$ cat config.mk
export PLATFORM = sky130hd
export DESIGN_NAME = scroll_address_register_unit_core
export DESIGN_NICKNAME = d
export VERILOG_FILES = /design/src/hw/rtl/saru_pkg.sv /design/src/hw/rtl/saru_fetch_gen.sv /design/src/hw/rtl/scroll_address_register_unit_core.sv
export VERILOG_INCLUDE_DIRS = /design/src /design/src/hw/rtl
export SDC_FILE = /design/constraint.sdc
export NUM_CORES = 1
export LEC_CHECK = 0
export ABC_AREA = 1
export BUFFER_PORTS_ARGS = -buffer_cell sky130_fd_sc_hd__clkbuf_2
export CORE_MARGIN = 5
export CORE_UTILIZATION = 55
export DETAILED_ROUTE_END_ITERATION = 6
export GPL_TIMING_DRIVEN = 0
export MAX_ROUTING_LAYER = met4
export PLACE_DENSITY = 0.79
export SLEW_MARGIN = 30
export SYNTH_ARGS = -nofsm -noshare
export SYNTH_HDL_FRONTEND = slang
export SYNTH_SLANG_ARGS = --single-unit
$ cat constraint.sdc
create_clock -name clk -period 2.4 [get_ports clk]
set_clock_uncertainty 0.05 [all_clocks]
set_input_delay 0 -clock clk [delete_from_list [all_inputs] [get_ports clk]]
set_output_delay 0 -clock clk [all_outputs]
set_load 0.02 [all_outputs]
$ cat src/hw/rtl/scroll_address_register_unit_core_defines.svh
// Assertion macros shared by the scroll and address register unit.
`ifndef SCROLL_ADDRESS_REGISTER_UNIT_CORE_DEFINES_SVH
`define SCROLL_ADDRESS_REGISTER_UNIT_CORE_DEFINES_SVH

// Same-cycle implication, disabled while reset is held.
`define SARU_ASSERT_NOW(label, clk, rst_n, ante, cons) \
    label: assert property (@(posedge clk) disable iff (!rst_n) (ante) |-> (cons)) \
        else $error("saru assertion failed");

// Next-cycle implication, disabled while reset is held.
`define SARU_ASSERT_NEXT(label, clk, rst_n, ante, cons) \
    label: assert property (@(posedge clk) disable iff (!rst_n) (ante) |=> (cons)) \
        else $error("saru assertion failed");

`endif

$ cat src/hw/rtl/saru_pkg.sv
// Package: types, codes and constants of the scroll and address register unit.
`timescale 1ns / 1ps
package saru_pkg;

    localparam int DOTS_PER_LINE_DEF   = 341;
    localparam int LINES_PER_FRAME_DEF = 262;

    localparam int VADDR_W = 15;
    localparam int FADDR_W = 14;
    localparam int CNT_W   = 9;

    localparam logic [CNT_W-1:0] LINE_RESET = 9'd261;

    localparam logic [FADDR_W-1:0] NT_BASE = 14'h2000;
    localparam logic [FADDR_W-1:0] AT_BASE = 14'h23C0;

    typedef enum logic [2:0] {
        KIND_CTRL_WR   = 3'd0,
        KIND_SCROLL_WR = 3'd1,
        KIND_ADDR_WR   = 3'd2,
        KIND_STATUS_WR = 3'd3,
        KIND_STATUS_RD = 3'd4,
        KIND_TICK      = 3'd5
    } kind_t;

    typedef enum logic [1:0] {
        FETCH_NT     = 2'd0,
        FETCH_ATTR   = 2'd1,
        FETCH_PAT_LO = 2'd2,
        FETCH_PAT_HI = 2'd3
    } fetch_sel_t;

    // Inputs to the fetch address generator
    typedef struct packed {
        logic [VADDR_W-1:0] vaddr;
        logic               bg_table;  // control bit 4
        fetch_sel_t         sel;
        logic [7:0]         tile;
    } fetch_req_t;

endpackage

$ cat src/hw/rtl/saru_fetch_gen.sv
// Fetch address generator: nametable, attribute and pattern addresses from v.
`timescale 1ns / 1ps
module saru_fetch_gen
    import saru_pkg::*;
(
    input  fetch_req_t           req,
    output logic [FADDR_W-1:0]   fetch_address
);

    logic [FADDR_W-1:0] pat_addr;

    // bit 12 table select, bits 11:4 tile, bit 3 plane, bits 2:0 fine Y
    assign pat_addr = {1'b0, req.bg_table, req.tile, 1'b0, req.vaddr[14:12]};

    always_comb
    begin
        unique case (req.sel)
            FETCH_NT:
                fetch_address = NT_BASE | {2'b00, req.vaddr[11:0]};
            FETCH_ATTR:
                fetch_address = AT_BASE | {2'b00, req.vaddr[11:10], 4'b0000,
                                           req.vaddr[9:7], req.vaddr[4:2]};
            FETCH_PAT_LO:
                fetch_address = pat_addr;
            FETCH_PAT_HI:
                fetch_address = pat_addr | 14'h0008;
            default:
                fetch_address = pat_addr;
        endcase
    end

endmodule

$ cat src/hw/rtl/scroll_address_register_unit_core.sv
// Scroll and address register unit: loopy t/v registers, fine X, toggle, dot counters.
// The result beat for an item is registered and appears in the cycle after the item's input beat.
// Throughput: one item per cycle unless m_tready stalls; state update and fetch address
//   logic sit between the input handshake and one output register, refilled as it drains.
// Reset (rst_n low, asynchronous): all address, toggle, control and status state
//   cleared, dot counter 0, scanline counter 261, output register empty.
`timescale 1ns / 1ps
`include "scroll_address_register_unit_core_defines.svh"
module scroll_address_register_unit_core
    import saru_pkg::*;
#(
    parameter int DOTS_PER_LINE   = DOTS_PER_LINE_DEF,
    parameter int LINES_PER_FRAME = LINES_PER_FRAME_DEF
)
(
    input  logic        clk,
    input  logic        rst_n,

    input  logic        s_tvalid,
    output logic        s_tready,
    input  logic [23:0] s_tdata,   // data[7:0], fetch_select[9:8], tile_number[17:10], zero
    input  logic [2:0]  s_tuser,   // kind[2:0]

    output logic        m_tvalid,
    input  logic        m_tready,
    output logic [63:0] m_tdata    // fetch_address[13:0], read_data[21:14],
                                   // fine_scroll_x[24:22], vram_address[39:25],
                                   // dot_count[48:40], scanline_count[57:49],
                                   // write_toggle[58], zero
);

    localparam logic [CNT_W:0] DOT_LIM  = (CNT_W+1)'(DOTS_PER_LINE);
    localparam logic [CNT_W:0] LINE_LIM = (CNT_W+1)'(LINES_PER_FRAME);

    // ---------------------------------------------------------------
    // Beat decode
    // ---------------------------------------------------------------
    logic       accept;
    kind_t      kind;
    logic [7:0] wdata;
    fetch_sel_t fsel;
    logic [7:0] tile;

    assign accept = s_tvalid & s_tready;
    assign kind   = kind_t'(s_tuser);
    assign wdata  = s_tdata[7:0];
    assign fsel   = fetch_sel_t'(s_tdata[9:8]);
    assign tile   = s_tdata[17:10];

    // ---------------------------------------------------------------
    // Architectural state
    // ---------------------------------------------------------------
    logic [VADDR_W-1:0] t_reg,      t_next;
    logic [VADDR_W-1:0] v_reg,      v_next;
    logic [2:0]         fine_x_reg, fine_x_next;
    logic               toggle_reg, toggle_next;
    logic [7:0]         ctrl_reg,   ctrl_next;
    logic [7:0]         status_reg, status_next;
    logic [CNT_W-1:0]   dot_reg,    dot_next;
    logic [CNT_W-1:0]   line_reg,   line_next;
    logic [7:0]         rd_data;

    logic [CNT_W:0]     dot_inc;
    logic [CNT_W:0]     line_inc;

    assign dot_inc  = {1'b0, dot_reg} + 1'b1;
    assign line_inc = {1'b0, line_reg} + 1'b1;

    always_comb
    begin
        t_next      = t_reg;
        v_next      = v_reg;
        fine_x_next = fine_x_reg;
        toggle_next = toggle_reg;
        ctrl_next   = ctrl_reg;
        status_next = status_reg;
        dot_next    = dot_reg;
        line_next   = line_reg;
        rd_data     = 8'h00;

        unique case (kind)
            KIND_CTRL_WR:
            begin
                ctrl_next          = wdata;
                t_next[11:10]      = wdata[1:0];
            end
            KIND_SCROLL_WR:
            begin
                if (!toggle_reg)
                begin
                    // coarse X and fine X
                    fine_x_next = wdata[2:0];
                    t_next[4:0] = wdata[7:3];
                end
                else
                begin
                    // fine Y and coarse Y
                    t_next[14:12] = wdata[2:0];
                    t_next[9:5]   = wdata[7:3];
                end
                toggle_next = ~toggle_reg;
            end
            KIND_ADDR_WR:
            begin
                if (!toggle_reg)
                begin
                    t_next[14]   = 1'b0;
                    t_next[13:8] = wdata[5:0];
                end
                else
                begin
                    t_next[7:0] = wdata;
                    v_next      = {t_reg[14:8], wdata};
                end
                toggle_next = ~toggle_reg;
            end
            KIND_STATUS_WR:
                status_next = wdata;
            KIND_STATUS_RD:
            begin
                rd_data     = status_reg;
                toggle_next = 1'b0;
            end
            KIND_TICK:
            begin
                if (dot_inc >= DOT_LIM)
                begin
                    dot_next = '0;
                    if (line_inc >= LINE_LIM)
                        line_next = '0;
                    else
                        line_next = line_inc[CNT_W-1:0];
                end
                else
                begin
                    dot_next = dot_inc[CNT_W-1:0];
                end
            end
            default:
            begin
                // unused kinds leave the state alone
            end
        endcase
    end

    // ---------------------------------------------------------------
    // Fetch address from the post-item state
    // ---------------------------------------------------------------
    fetch_req_t         freq;
    logic [FADDR_W-1:0] faddr;

    assign freq.vaddr    = v_next;
    assign freq.bg_table = ctrl_next[4];
    assign freq.sel      = fsel;
    assign freq.tile     = tile;

    saru_fetch_gen u_fetch_gen
    (
        .req           (freq),
        .fetch_address (faddr)
    );

    // ---------------------------------------------------------------
    // Output register; input stays open while it drains
    // ---------------------------------------------------------------
    logic        m_valid_reg, m_valid_next;
    logic [63:0] m_data_reg,  m_data_next;

    assign s_tready = !m_valid_reg || m_tready;
    assign m_tvalid = m_valid_reg;
    assign m_tdata  = m_data_reg;

    always_comb
    begin
        m_data_next  = m_data_reg;
        m_valid_next = m_valid_reg;
        if (accept)
        begin
            m_valid_next = 1'b1;
            m_data_next  = {5'b00000, toggle_next, line_next, dot_next, v_next,
                            fine_x_next, rd_data, faddr};
        end
        else if (m_tready)
        begin
            m_valid_next = 1'b0;
        end
    end

    always_ff @(posedge clk or negedge rst_n)
    begin
        if (!rst_n)
        begin
            t_reg       <= '0;
            v_reg       <= '0;
            fine_x_reg  <= '0;
            toggle_reg  <= 1'b0;
            ctrl_reg    <= '0;
            status_reg  <= '0;
            dot_reg     <= '0;
            line_reg    <= LINE_RESET;
            m_valid_reg <= 1'b0;
        end
        else
        begin
            if (accept)
            begin
                t_reg      <= t_next;
                v_reg      <= v_next;
                fine_x_reg <= fine_x_next;
                toggle_reg <= toggle_next;
                ctrl_reg   <= ctrl_next;
                status_reg <= status_next;
                dot_reg    <= dot_next;
                line_reg   <= line_next;
            end
            m_valid_reg <= m_valid_next;
        end
    end

    // payload, no reset
    always_ff @(posedge clk)
    begin
        m_data_reg <= m_data_next;
    end

    // ---------------------------------------------------------------
    // Assertions
    // ---------------------------------------------------------------
    `SARU_ASSERT_NOW(a_dot_in_range, clk, rst_n, 1'b1, {1'b0, dot_reg} < DOT_LIM)
    `SARU_ASSERT_NEXT(a_rd_clears_toggle, clk, rst_n,
        accept && kind == KIND_STATUS_RD, !toggle_reg)
    `SARU_ASSERT_NEXT(a_addr2_copies_t, clk, rst_n,
        accept && kind == KIND_ADDR_WR && toggle_reg, v_reg == t_reg && !toggle_reg)
    `SARU_ASSERT_NEXT(a_beat_reaches_out, clk, rst_n,
        accept, m_tvalid && m_tdata[39:25] == v_reg)

endmodule

==> results of run 1 <==
==> worst max-delay path, delay by kind of cell <==
family                 cells  cell delay [ns]
AND/OR/NAND/NOR            3             0.49
AO/OA/AOI/OAI              2             0.39
buffers and inverters      6             1.73
==> final cells by class <==
type,count,area (um^2),area share (%)
Buffer,26,149,2.12
Clock buffer,17,414,5.89
Clock inverter,15,171,2.44
Inverter,70,263,3.73
Multi-Input combinational cell,389,1890,26.9
Sequential cell,113,3130,44.5
Tap cell,133,166,2.37
Timing Repair Buffer,126,853,12.1
==> power groups by stage <==
stage	Combinational (mW)	Clock [mW]	Sequential (mW)
final	1.41	2.48	2.68
after global routing	1.58	2.62	2.71
after CTS	1.40	2.51	2.66
after detailed placement	1.29	0	2.69
after global placement	1.25	0	2.68
after floorplan	0.761	0	2.82
==> routing by layer <==
layer  track usage (%)  vias to the layer above  share of wire (%)
met2              39.7                      195                 51
met4              7.66                        0                1.9
li1                  -                     2257                  -
met5                 -                        -                  0
met1              29.4                     2236                 40
met3              5.51                       28                6.5
==> final timing paths <==
path,end,startpoint,cells after the start
max,m_tdata[4]$_DFFE_PP_,s_tuser[2],11
min,m_tdata[2]$_DFFE_PP_,s_tdata[9],3
max reg2reg,m_tdata[4]$_DFFE_PP_,toggle_reg$_DFFE_PN0P_,7
min reg2reg,line_reg[8]$_DFFE_PN1P_,line_reg[8]$_DFFE_PN1P_,2
max in group asynchronous,status_reg[4]$_DFFE_PN0P_,rst_n,4
min in group asynchronous,toggle_reg$_DFFE_PN0P_,rst_n,4
==> cell families after synthesis <==
kind of cell	count (synthesis)	share of synthesized area, %
DFF	113	57.9
buffers and inverters	96	7.57
muxes	2	0.394
AOI/OAI and AO/OA	76	7.85
other	1	0.0694
and+or+nand+nor	302	25.3
adders and majority gates	4	0.926
==> cells in the final DEF, fill, tap and decap left out, drive strengths merged <==
| cell | instances |
|---|---|
| o22ai | 1 |
| nor3 | 2 |
| nor4 | 1 |
| o211ai | 4 |
| buf | 18 |
| nand4 | 17 |
| o21ai | 58 |
| nand2 | 189 |
| edfxtp | 59 |
| mux2 | 1 |
| clkinvlp | 2 |
| conb | 5 |
| or2 | 2 |
| nor3b | 1 |
| bufinv | 2 |
| a21boi | 1 |
| o221ai | 2 |
| dfrtp | 51 |
| clkinv | 6 |
| mux2i | 1 |
| a41oi | 2 |
| inv | 75 |
| nand3b | 1 |
| dfstp | 3 |
| ha | 4 |
| a31oi | 3 |
| clkbuf | 111 |
| a21oi | 5 |
| nor2 | 35 |
| nand3 | 44 |
| dlygate4sd3 | 40 |
| and2 | 10 |
==> stage by stage <==
stage,instances,area [um^2],utilization (%)
detailed placement,815,6030,62.2
CTS,887,7010,72.4
floorplan,598,5420,-
finish,889,7040,72.6
global placement,814,6000,62.0
global route,889,7040,72.6
==> what timing repair did <==
item	CTS	global route
setup endpoints to repair	0	8
buffers inserted	0	2
hold buffers	40	0
hold endpoints to repair	105	0
gates resized for setup	0	4
==> results.toml, run 1 <==
[finish]
area_growth_syn_to_layout_pct = 30.2
drive_gt1_share_pct = 21.4
nets = 778
largest_register_ffs = 59
n_antenna_cell = 0
fillers = 648

[sta]
worst_slack_ns = 0.113
max_clock_freq_mhz = 437
holdWs_ns = 0.0604
finalCritPeriodShare_pct = 95.3
slew_viol_final = 0
max-slew-margin-rel_pct = 43.0
final.setup.tns_ns = 0
worst_pin_slew_ns = 0.855
fin_crit_ns = 2.29
hold_violations = 0
setup_viol = 0
rsz0062_at_grt = "no"

[flow_run]
drv_cap = 0

[power_and_ir_drop]
combPwrFrac_pct = 21.5
vdd_drop_max_mv = 0.529
p_switching_mw = 2.08
sw_frac_of_total_pct = 31.7
pwr-share-clk_pct = 37.8
p_leak_nw = 3.23
power_mw = 6.57
powerDensity_mw_per_mm2 = 934
seqPwrFrac_pct = 40.7
p_int_mw = 4.49

[critical_path]
critPathCaptureType = "register"
crit_chain = "dlygate4sd3_1 > clkbuf_2 > inv_2 > nand3_2 > nor2_2 > buf_4 > nand2_1 > o21ai_0 > inv_1 > o221ai_1 > dlygate4sd3_1"
start_kind = "primary input"
cp_slowest_cell = "dlygate4sd3_1"
cpMostUsedCell = "dlygate4sd3_1"
crit_fanout = 10
r2r_slack_ns = 0.13
arrival_ns = 2.62
crit_type = "in2reg"
cpPeakStageDelay_ns = 0.58
cp_data_required_time_ns = 2.74

[die]
die_h_um = 109
design.die.area_mm2 = 0.0119
core_area_mm2 = 0.00968
rows = 36
die_w_um = 109
start_util_pct = 55.8
pin_count = 97

[clock_tree]
clk_path_buf_depth = 2
clk_pin_slew_ns = 0.06
cts-htree-levels = 4
cts_buffers = 17
clock-sinks = 113
cts_tree = "yes"
insertion_delay_ns = 0.52
cts-root-buf = "clkbuf_8"

[grt]
grt_remaining_overflow = 0
grt_usage_pct = 24.0
antenna_found_initial = 0
grt_pass1_wl_um = 21500
grt_max_degree = 69
grt_pass1_vias = 4472

[yosys]
synthTopCellsByArea = "edfxtp_1 (33%), dfrtp_1 (24%), nand2_1 (13%)"
synth_cells = 594
synth_area_mm2 = 0.00540
yosys.area.top_type_share_pct = 32.8
seq_area_frac_synth_pct = 57.9
yosys-top-cells-count = "nand2_1 (182), inv_1 (66), edfxtp_1 (59), o21ai_0 (54), dfrtp_1 (51)"
synth_top_cell_by_area = "edfxtp_1"
yosysMostFrequentCell = "nand2_1"
synth_edf_count = 59
synth_seq_cells = 113
async_flop_share_pct = 47.8
synthDistinctLibCells = 42
ys_warn_count = 0
syn_area_per_cell_um2 = 9.10
synth-main-ff-cell = "edfxtp_1"

[route]
vias = 4716
wl_um = 13200
vias_per_cell = 5.30
wire_per_inst_um = 14.9
drc_errors = 0
postRouteAntennaNets = 0
initialDrtViolationCount = 306
drt-pass1-iter-count = 6

[hold_path]
holdCritPathClass = "in2reg"

[place]
io_buffer_count = 83
dp_hpwl_um = 8050
gp_congestion = 0.868
place_ws_ns = 0.156

[status]
status = "completed"
Note: power is estimated with default switching activity, not from simulation.
==> run 2, diff against run 1 <==
--- a/config.mk
+++ b/config.mk
@@ -7,13 +7,13 @@
 export NUM_CORES = 1
 export LEC_CHECK = 0
 export ABC_AREA = 1
-export BUFFER_PORTS_ARGS = -buffer_cell sky130_fd_sc_hd__clkbuf_2
 export CORE_MARGIN = 5
 export CORE_UTILIZATION = 55
 export DETAILED_ROUTE_END_ITERATION = 6
+export DONT_BUFFER_PORTS = 1
 export GPL_TIMING_DRIVEN = 0
 export MAX_ROUTING_LAYER = met4
-export PLACE_DENSITY = 0.79
+export PLACE_DENSITY = 0.7
 export SLEW_MARGIN = 30
 export SYNTH_ARGS = -nofsm -noshare
 export SYNTH_HDL_FRONTEND = slang
==> results.toml, run 2 (synthesis gave the netlist of run 1 again) <==
[status]
status = "completed"

[grt]
grt_pass1_wl_um = 20300
grt_pass1_vias = 4250
antenna_found_initial = 0
grt_usage_pct = 23.0
grt_remaining_overflow = 0
grt_max_degree = 69

[power_and_ir_drop]
p_leak_nw = 2.87
powerDensity_mw_per_mm2 = 942
power_mw = 6.24
vdd_drop_max_mv = 0.465

[sta]
final.setup.tns_ns = 0
rsz0062_at_grt = "no"
max-slew-margin-rel_pct = 60.2
max_clock_freq_mhz = 440
holdWs_ns = 0.0273
worst_pin_slew_ns = 0.597
slew_viol_final = 0
setup_viol = 0
hold_violations = 0
finalCritPeriodShare_pct = 94.7
fin_crit_ns = 2.27
worst_slack_ns = 0.126

[finish]
n_antenna_cell = 0
area_growth_syn_to_layout_pct = 22.6
final_common_cell = "nand2_1"
nets = 696
final_cell_mix = "nand2_1 (181), inv_1 (66), edfxtp_1 (59)"
largest_register_ffs = 59
fin_util_pct = 68.4
drive_gt1_share_pct = 11.4

[critical_path]
crit_fanout = 6
cpPeakStageDelay_ns = 0.56
r2r_slack_ns = 0.13
r2r_cells = 7
arrival_ns = 2.66
critPathCaptureType = "register"
cp_slowest_cell = "dlygate4sd3_1"
crit_path_end = "status_reg[3]$_DFFE_PN0P_"
rr_endpoint = "status_reg[3]$_DFFE_PN0P_"
cp-startpoint = "m_tvalid$_DFFE_PN0P_"
crit_chain = "nand2_1 > nand2_2 > nor4_4 > buf_4 > nand2_1 > dlygate4sd3_1 > o21ai_0"
regToRegStartpoint = "m_tvalid$_DFFE_PN0P_"
crit_type = "reg2reg"
cp_data_required_time_ns = 2.79
start_kind = "register"
cpMostUsedCell = "nand2_1"

[place]
io_buffer_count = 0
gp_congestion = 0.863
place_ws_ns = 0.130
dp_hpwl_um = 7950

[route]
vias_per_cell = 5.30
initialDrtViolationCount = 278
postRouteAntennaNets = 0
drc_errors = 0
wl_um = 12700
wire_per_inst_um = 15.7
drt-pass1-iter-count = 5
vias = 4274

[flow_run]
drv_cap = 0

[die]
design.die.area_mm2 = 0.0119
pin_count = 97
core_area_mm2 = 0.00968
die_w_um = 109
rows = 36
start_util_pct = 55.8
die_h_um = 109

[clock_tree]
clk_path_buf_depth = 2
cts_tree = "yes"
clock-sinks = 113
clk_pin_slew_ns = 0.06
cts-htree-levels = 4
cts_buffers = 17
cts-root-buf = "clkbuf_8"
insertion_delay_ns = 0.52

[hold_path]
holdCritPathClass = "in2async"
==> run 2: what timing repair did <==
action                                  4_1_cts  5_1_grt
endpoints found under the setup margin        0       55
setup buffers                                 0        2
hold buffers                                 42        0
gates resized for setup                       0        7
endpoints found under the hold margin       115        0
==> run 2: final cells by class <==
cell class | instances | area [um^2]
sequential | 113 | 3130
fill | 760 | 3060
multi-input combinational | 389 | 1900
timing repair buffer | 44 | 470
clock buffer | 21 | 429
inverter | 70 | 263
tap | 133 | 166
buffer | 26 | 153
clock inverter | 11 | 115
==> run 2: critical path: cells and delay by family, from the launching register on <==
kind | cells | cell delay, ns
flops | 1 | 0.46
compound gates | 1 | 0.07
simple gates | 4 | 0.86
buf+inv | 2 | 0.76
==> run 2: worst min-delay path by stage <==
stage | startpoint | endpoint | slack, ns
4_1_cts | rst_n | line_reg[2]$_DFFE_PN1P_ | 0.01
5_1_grt | rst_n | line_reg[2]$_DFFE_PN1P_ | 0.01
6_report | rst_n | line_reg[2]$_DFFE_PN1P_ | 0.03
3_5_place_dp | rst_n | line_reg[1]$_DFFE_PN0P_ | -0.34
2_1_floorplan | rst_n | ctrl_reg[4]$_DFFE_PN0P_ | -0.35
3_3_place_gp | rst_n | line_reg[1]$_DFFE_PN0P_ | -0.34
==> run 2: routing by layer <==
metal  GRT usage [%]  share of wire [%]
met2            38.4                 52
met4            9.56                1.6
met1            26.9                 41
met3            5.27                5.0
met5               -                  0
==> run 2: report_power, final <==
| part | switching (mW) | internal (mW) |
|---|---|---|
| Combinational | 0.697 | 0.393 |
| Clock | 0.836 | 1.46 |
| Sequential | 0.353 | 2.50 |
| Total | 1.89 | 4.36 |
==> run 2: metrics by stage <==
stage	cells	instance area [um^2]
after global routing	807	6630
final	807	6630
after detailed placement	731	5590
after global placement	731	5590
after CTS	805	6590
after floorplan	598	5420
==> run 3, diff against run 2 <==
--- a/config.mk
+++ b/config.mk
@@ -8,12 +8,12 @@
 export LEC_CHECK = 0
 export ABC_AREA = 1
 export CORE_MARGIN = 5
-export CORE_UTILIZATION = 55
+export CORE_UTILIZATION = 30
 export DETAILED_ROUTE_END_ITERATION = 6
 export DONT_BUFFER_PORTS = 1
 export GPL_TIMING_DRIVEN = 0
 export MAX_ROUTING_LAYER = met4
-export PLACE_DENSITY = 0.7
+export RECOVER_POWER = 50
 export SLEW_MARGIN = 30
 export SYNTH_ARGS = -nofsm -noshare
 export SYNTH_HDL_FRONTEND = slang
==> results.toml, run 3 (synthesis gave the netlist of run 1 again) <==
[status]
status = "completed"

[hold_path]
hold_end = "m_tdata[17]$_SDFFCE_PN0P_"
hold_path_startpoint = "s_tuser[2]"
holdCritPathClass = "in2reg"
holdPathStages = 2

[clock_tree]
cts_tree = "yes"
insertion_delay_ns = 0.42
clock-sinks = 113
clk_path_buf_depth = 2
cts_buffers = 17
clk_pin_slew_ns = 0.06
cts-root-buf = "clkbuf_16"
postCtsSetupBuffers = 0
cts-htree-levels = 4

[die]
die_w_um = 144
pin_count = 97
start_util_pct = 30.3
design.die.area_mm2 = 0.0208
rows = 49
core_area_mm2 = 0.0178
die_h_um = 144

[finish]
n_antenna_cell = 0
area_growth_syn_to_layout_pct = 21.9
drive_gt1_share_pct = 11.4
final_cells = 889
fillers = 1802
fin_util_pct = 36.9
final_common_cell = "nand2_1"
nets = 682
final_area_mm2 = 0.00659
largest_register_ffs = 59
final_cell_mix = "nand2_1 (181), inv_1 (66), edfxtp_1 (59)"

[sta]
finalCritPeriodShare_pct = 94.9
max-slew-margin-rel_pct = 3.98
final.setup.tns_ns = 0
slew_viol_final = 0
worst_slack_ns = 0.122
rsz0062_at_grt = "no"
holdWs_ns = 0.0250
fin_crit_ns = 2.28
worst_pin_slew_ns = 1.44
setup_viol = 0
hold_violations = 0
max_clock_freq_mhz = 439

[critical_path]
crit_fanout = 10
cp_data_required_time_ns = 2.64
cp_slowest_cell = "dlygate4sd3_1"
crit_type = "in2reg"
crit_chain = "dlygate4sd3_1 > inv_2 > nand3_2 > nor2_2 > buf_4 > buf_4 > nand2_1 > o21ai_0 > nand2_1 > o211ai_1 > dlygate4sd3_1"
start_kind = "primary input"
cpPeakStageDelay_ns = 0.65
r2r_cells = 5
arrival_ns = 2.51
critPathCaptureType = "register"
regToRegStartpoint = "m_tvalid$_DFFE_PN0P_"
rr_endpoint = "m_tdata[57]$_DFFE_PP_"
r2r_slack_ns = 0.19

[grt]
grt_max_degree = 55
grt_pass1_vias = 3927
antenna_found_initial = 0
grt_pass1_wl_um = 21300
grt_remaining_overflow = 0
grt_usage_pct = 13.7

[place]
dpl.cell_count = 828
place_ws_ns = 0.123
postPlaceCellArea_mm2 = 0.00573
gp_congestion = 0.834
dp_hpwl_um = 9020
io_buffer_count = 0

[route]
wl_um = 13400
postRouteAntennaNets = 0
vias_per_cell = 4.67
drc_errors = 0
initialDrtViolationCount = 265
vias = 4151
wire_per_inst_um = 15.0
drt-pass1-iter-count = 5

[power_and_ir_drop]
power_mw = 6.26
vdd_drop_max_mv = 0.519
powerDensity_mw_per_mm2 = 950
p_leak_nw = 2.82

[flow_run]
drv_cap = 0
run 3: cell types whose count changed in the layout (fill, tap and decap cells not counted), moves of 2 or more:
cell	before	now
buf_16	2	0
buf_4	11	9
dlygate4sd3_1	40	28
clkinv_4	0	3
clkbuf_1	14	11
run 3: worst max path at each step:
stage / startpoint / endpoint / slack, ns / depth (start not counted)
2_1_floorplan: m_tvalid$_DFFE_PN0P_ / m_tdata[0]$_DFFE_PP_ / 0.17 / 4
3_3_place_gp: m_tvalid$_DFFE_PN0P_ / m_tdata[50]$_DFFE_PP_ / -0.47 / 4
3_5_place_dp: m_tvalid$_DFFE_PN0P_ / status_reg[5]$_DFFE_PN0P_ / 0.12 / 5
4_1_cts: m_tvalid$_DFFE_PN0P_ / status_reg[5]$_DFFE_PN0P_ / 0.09 / 5
5_1_grt: s_tuser[2] / m_tdata[5]$_DFFE_PP_ / 0.02 / 11
6_report: s_tuser[2] / m_tdata[5]$_DFFE_PP_ / 0.12 / 11
run 3: where the power goes:
| part | internal, mW | switching, mW |
|---|---|---|
| combinational | 0.375 | 0.682 |
| sequential | 2.50 | 0.351 |
| clock | 1.44 | 0.911 |
run 3: layout make-up:
| class | instances | area [um^2] | area share (%) |
|---|---|---|---|
| Buffer | 26 | 151 | 2.30 |
| Clock buffer | 18 | 439 | 6.67 |
| Clock inverter | 14 | 118 | 1.79 |
| Inverter | 70 | 263 | 3.99 |
| Multi-Input combinational cell | 389 | 1900 | 28.8 |
| Sequential cell | 113 | 3130 | 47.5 |
| Tap cell | 229 | 287 | 4.35 |
| Timing Repair Buffer | 30 | 305 | 4.63 |
run 3: worst max-delay path: cells and delay by family:
family / cells / cell delay [ns]
buffers and inverters: 5 / 1.73
and+or+nand+nor: 4 / 0.51
AOI/OAI and AO/OA: 2 / 0.26
run 3: what timing repair did:
action | 4_1_cts | 5_1_grt
setup endpoints to repair | 0 | 49
gates resized for setup | 0 | 6
hold endpoints to repair | 106 | 0
hold buffers | 29 | 0
run 3: routing by layer:
layer	routed length, um	up-vias	track usage (%)
li1	-	2060	-
met1	6120	1971	17.9
met2	6370	111	21.0
met3	763	9	3.74
met4	113	0	3.98
met5	0	-	-
